==> config.mk <==
export PLATFORM = sky130hd
export DESIGN_NAME = s2c_div
export DESIGN_NICKNAME = d
export VERILOG_FILES = /design/src/rtl/s2c_pkg.sv /design/src/rtl/s2c_div.sv
export SDC_FILE = /design/constraint.sdc
export NUM_CORES = 2
export LEC_CHECK = 0
export BUFFER_PORTS_ARGS = -buffer_cell sky130_fd_sc_hd__buf_2
export CORE_MARGIN = 5
export CORE_UTILIZATION = 30
export CTS_CLUSTER_DIAMETER = 200
export DETAILED_ROUTE_END_ITERATION = 10
export SETUP_SLACK_MARGIN = 0.05
export SYNTH_ARGS = -nofsm -noshare
export SYNTH_HDL_FRONTEND = slang
export SYNTH_SLANG_ARGS = --single-unit
==> constraint.sdc <==
create_clock -name clk -period 3.3 [get_ports clk]
set_input_delay 0.33 -clock clk [delete_from_list [all_inputs] [get_ports clk]]
set_output_delay 0.33 -clock clk [all_outputs]
set_load 0.03 [all_outputs]
==> src/rtl/s2c_pkg.sv <==
// shared types and constants for the scalar to colormap mapper
package s2c_pkg;

  localparam int VW = 37;
  localparam int QW = 16;
  localparam int FIFO_DEPTH = 32;
  localparam int FIFO_AW = 5;
  localparam int CNT_W = 6;

  localparam logic CMD_WRITE = 1'b0;
  localparam logic CMD_MAP = 1'b1;

  localparam logic [2:0] REG_MODE = 3'd0;
  localparam logic [2:0] REG_RANGE_LOW = 3'd1;
  localparam logic [2:0] REG_RANGE_HIGH = 3'd2;
  localparam logic [2:0] REG_INVERT = 3'd3;
  localparam logic [2:0] REG_TOP_INDEX = 3'd4;

  localparam logic [16:0] LVL_ONE = 17'h10000;
  localparam logic [16:0] LVL_HALF = 17'h08000;

  typedef enum logic [1:0] {
    MODE_TRUE,
    MODE_SYMMETRIC,
    MODE_SEPARATE,
    MODE_MIDPOINT
  } map_mode_t;

  typedef logic signed [VW-1:0] sval_t;

  typedef struct packed {
    logic        valid;
    logic        is_map;
    logic [7:0]  widx;
    logic [23:0] wcolor;
  } tag_t;

  typedef struct packed {
    tag_t          tag;
    logic          mirror;
    logic          half;
    logic          zero;
    logic          full;
    logic          dpos;
    logic [VW-1:0] rem;
    logic [VW-1:0] den;
    logic [QW-1:0] quo;
  } div_job_t;

  function automatic sval_t dbl(input logic [31:0] x);
    return {{(VW-33){x[31]}}, x, 1'b0};
  endfunction

  function automatic sval_t sext(input logic [31:0] x);
    return {{(VW-32){x[31]}}, x};
  endfunction

endpackage

==> src/rtl/s2c_div.sv <==
// pipelined restoring divider, one quotient bit per stage
module s2c_div (
  input  logic              clk,
  input  logic              rst_n,
  input  s2c_pkg::div_job_t job_in,
  output s2c_pkg::div_job_t job_out
);

  s2c_pkg::div_job_t st_r [s2c_pkg::QW];

  function automatic s2c_pkg::div_job_t step(input s2c_pkg::div_job_t j);
    s2c_pkg::div_job_t   n;
    logic [s2c_pkg::VW:0] r2;
    logic [s2c_pkg::VW:0] d2;
    logic                 ge;
    n = j;
    r2 = {j.rem, 1'b0};
    d2 = {1'b0, j.den};
    ge = j.dpos && (r2 >= d2);
    n.rem = ge ? s2c_pkg::VW'(r2 - d2) : s2c_pkg::VW'(r2);
    n.quo = {j.quo[s2c_pkg::QW-2:0], ge};
    return n;
  endfunction

  always_ff @(posedge clk) begin
    if (!rst_n) begin
      for (int k = 0; k < s2c_pkg::QW; k++) begin
        st_r[k].tag.valid <= 1'b0;
      end
    end else begin
      st_r[0] <= step(job_in);
      for (int k = 1; k < s2c_pkg::QW; k++) begin
        st_r[k] <= step(st_r[k-1]);
      end
    end
  end

  assign job_out = st_r[s2c_pkg::QW-1];

endmodule

# Word level (Yosys, flattened, before mapping)
# Memories as Yosys holds them, arrays and structs flattened.
# Cells that the tools add are included.
# op_classes
add_sub_neg	16
order_cmp	16
n_mux	34
n_bitwise	16
n_reduce_logical	16
# op_table
cell	count
38-bit by 37-bit greater-or-equal comparator with 1-bit output	16
37-bit 2-to-1 mux	16
37-bit subtractor	16
1-bit 2-to-1 mux	18
1-bit logical AND	16
1-bit OR	16
# totals
ff_bits	0
mem_bits_rw	2064
in_bits	131
output_inout_bits	129
wordCells	99
mem_count	1
# mem_list
memory	words	width	rd	rd_ports_with_merged_regs	wr	line_no	source
st_r	16	129	16	0	16	s2c_div.sv:9	s2c_pkg::div_job_t st_r [s2c_pkg::QW];

# Longest topological paths before layout
# An unclocked memory read counts as a cell.
# logic_depth
word_depth	4
mapped_depth	15
ltp_nobuf	14

# Worst setup path after synthesis
# Ideal clock, no wire load.
# synth_path
path_type	register to register
start	memory st_r[0][790] (netlist name)
end	memory st_r[0][976] (netlist name), data pin
setup_time_ns	0.262
arrival_ns	3.386
path_slack_ns	-0.348
stages_incl_launch_ff	14
n_path_buf	2
path_cell_list	edfxtp_1 fa_1 nor2b_1 o21a_1 o21ai_1 a221o_1 a221oi_4 o41ai_2 or4_1 a31oi_1 o41a_1 buf_6 buf_6 mux2_1
# synth_rtl
item	line_no
from (decl)	s2c_div.sv:9

==> impl_metrics.toml <==
[status]
outcome = "complete, but fails checks"
violations = "negative setup slack"

[detailed_routing]
drc = 0
routed_wl_um = 265000
vias_per_cell = 4.66
wl_met2_um = 144000
ant_nets = 0
drt_iter0_drc = 3077
vias = 69900
highest_layer = "met4"
dr.pass1.iters = 5
dr_wl_met3_um = 8140
met1_length_um = 93900
wl_per_cell_um = 17.7

[placed_design]
place_hpwl_um = 185000
place.gp.congestion = 0.985
dp_slack_ns = -0.913
portBuffers = 243
dp_cells = 14100

[grt]
grt_pass1_wl_um = 402000
antenna_found_initial = 4
grt_pass1_vias = 73500
grt_max_degree = 134
gr-total-overflow = 0
track_usage_pct = 14.6

[power]
intPower_mw = 68.0
ir_worst_vdd_mv = 0.443
power.density_nw_per_um2 = 734
combPwrFrac_pct = 41.7
switchingPower_mw = 32.2
pwr-share-seq_pct = 33.6
pwr-share-clk_pct = 24.7
sw_frac_of_total_pct = 32.1
p_leak_nw = 57.0

[layout]
fillers = 30500
syn2layout_area_growth_pct = 36.8
drive_gt1_share_pct = 35.1
largest_registers = "st_r: 1944 flops"
final_cells = 15000
largest_register_ffs = 1944
largest-register = "st_r"
insertedDiodeCount = 0
nNetsFinal = 11200
mostFrequentLayoutCells = "edfxtp_1 (1928), buf_4 (1836), inv_1 (731)"
layout_commonest_cell = "edfxtp_1"

[critical_path]
r2r_setup_slack_ns = -0.53
cp-end-kind = "register"
crit_start = "st_r[0][790]$_DFFE_PP_"
start_kind = "register"
critPathMaxFanout = 7
r2r_start = "st_r[0][790]$_DFFE_PP_"
arrival_ns = 4.43
r2r_end = "st_r[0][992]$_DFFE_PP_"
worstSetupPathType = "reg2reg"
worstRegToRegCells = 12
worstPathRequired_ns = 3.91

[yosys]
synth-seq-cells = 1944
synth_nets = 8831
synth_flop_cell = "edfxtp_1"
synth_edf_count = 1928
ys_seq_area_share_pct = 58.4
syn_inst = 8092
syn-cell-area_um2 = 99700
synth_async_sr_flop_share_pct = 0
synthDistinctLibCells = 87
ys_warn_count = 0
syn_area_per_cell_um2 = 12.3

[clocking]
path_clk_slew_ns = 0.06
clkSinkCount = 1944
root_buffer = "clkbuf_16"
cts_buffer_depth = 4
numCtsBuffers = 230
htree_levels = 4
clk_latency_ns = 0.90
cts_tree = "yes"

[timing]
slew_headroom_pct = 45.3
hold_viol = 0
drv_slew = 0
whs_ns = 0.152
setup_ws_ns = -0.526
rsz0062_at_grt = "true"
skew_ns = 0.0659
setup_tns_ns = -53.85
period_minus_slack_ns = 3.83
setup_viol = 363
fmax_mhz = 261
worst_pin_slew_ns = 0.813
min_period_over_period_pct = 116

[floorplan]
core_area_um2 = 331000
dieHeight_um = 587
num_io_pins = 260
initial_utilization_pct = 30.2
die_area_um2 = 344000
die_x_um = 587
rows = 211

[min_path]
hold_class = "in2reg"
hold_end = "st_r[0][127]$_DFFE_PP_"
hold_depth = 2
hp-start = "job_in[127]"

[flow_run]
maxCapViolCount = 0
-- synth_stat cells (85+ instances only) --
master | instances | area (um^2)
a21o_1 | 317 | 2380
nand2_1 | 414 | 1550
xnor2_1 | 320 | 2800
buf_4 | 133 | 998
nand4_1 | 129 | 807
edfxtp_1 | 1928 | 57900
ha_1 | 592 | 7410
clkbuf_1 | 175 | 657
nand3_1 | 116 | 581
mux2_2 | 396 | 4460
xor2_1 | 185 | 1620
nor2_1 | 416 | 1560
nor3_1 | 91 | 455
o21ai_0 | 371 | 1860
inv_1 | 768 | 2880
a21oi_1 | 623 | 3120
nor2b_1 | 85 | 532
-- through the flow --
| step | cell area, um^2 | utilization, % | total power, mW |
|---|---|---|---|
| after CTS | 133000 | 40.2 | 98.6 |
| after global placement | 118000 | 35.7 | 67.3 |
| final | 136000 | 41.2 | 100 |
| after detailed placement | 118000 | 35.7 | 67.7 |
| after floorplan | 99800 | - | 53.9 |
| after global routing | 136000 | 41.2 | 106 |
-- critical path, cell delays in order (launching register included) --
cell and delay [ns]:
edfxtp_1 0.43, fa_2 0.42, nor2b_1 0.12, o21a_1 0.16, o21ai_2 0.08, a221o_1 0.40, a221oi_4 0.38, o41ai_4 0.14
or4_4 0.45, a31oi_4 0.18, o41a_4 0.26, buf_6 0.21, mux2_2 0.35
-- logic make-up (layout without fill, tap and decap cells) --
kind of cell / Yosys count / after routing / share of synthesized area, %
flops: 1944 / 1944 / 58.4
compound gates: 1940 / 1941 / 12.3
simple gates: 1539 / 1539 / 7.43
buf+inv: 1121 / 3651 / 4.79
fa+ha+maj: 608 / 608 / 7.75
xor+xnor: 505 / 505 / 4.43
mux: 435 / 435 / 4.88
-- power by group through the flow --
stage	combinational [mW]	clock (mW)	sequential (mW)
2_1_floorplan	20.8	0	33.1
3_3_place_gp	33.4	0	34.0
3_5_place_dp	33.7	0	34.0
4_1_cts	39.3	25.8	33.6
5_1_grt	45.0	26.8	34.0
6_report	41.8	24.8	33.6
-- area by class of cell --
cell class | instances | area, um^2 | share of cell area (%)
Timing Repair Buffer | 2459 | 20800 | 15.3
Inverter | 769 | 2890 | 2.12
Multi-Input combinational cell | 5028 | 41600 | 30.5
Clock inverter | 140 | 1380 | 1.01
Sequential cell | 1944 | 58200 | 42.7
Clock buffer | 283 | 6030 | 4.42
Tap cell | 4366 | 5460 | 4.01
-- worst max path at each step --
| stage | endpoint | slack [ns] | depth (start not counted) |
|---|---|---|---|
| floorplan | st_r[0][976]$_DFFE_PP_ | -0.32 | 13 |
| global placement | st_r[1][573]$_DFFE_PP_ | -0.96 | 14 |
| detailed placement | st_r[1][571]$_DFFE_PP_ | -0.91 | 13 |
| CTS | st_r[0][958]$_DFFE_PP_ | -0.57 | 12 |
| global route | st_r[0][991]$_DFFE_PP_ | -0.60 | 13 |
| finish | st_r[0][992]$_DFFE_PP_ | -0.53 | 12 |
-- layer usage --
layer / vias to the layer above / track usage, %
met3: 756 / 1.94
met1: 33100 / 14.5
met2: 1487 / 28.6
met4: 0 / 8.56
met5: - / 0
li1: 34500 / -
-- timing repair --
item,CTS,global route
cloned,59,19
buffers inserted,208,140
hold buffers,113,0
pin swaps,194,264
endpoints found under the hold margin,131,0
gates resized for setup,776,638
setup endpoints to repair,564,577
Power figures use the tool's default switching activity.
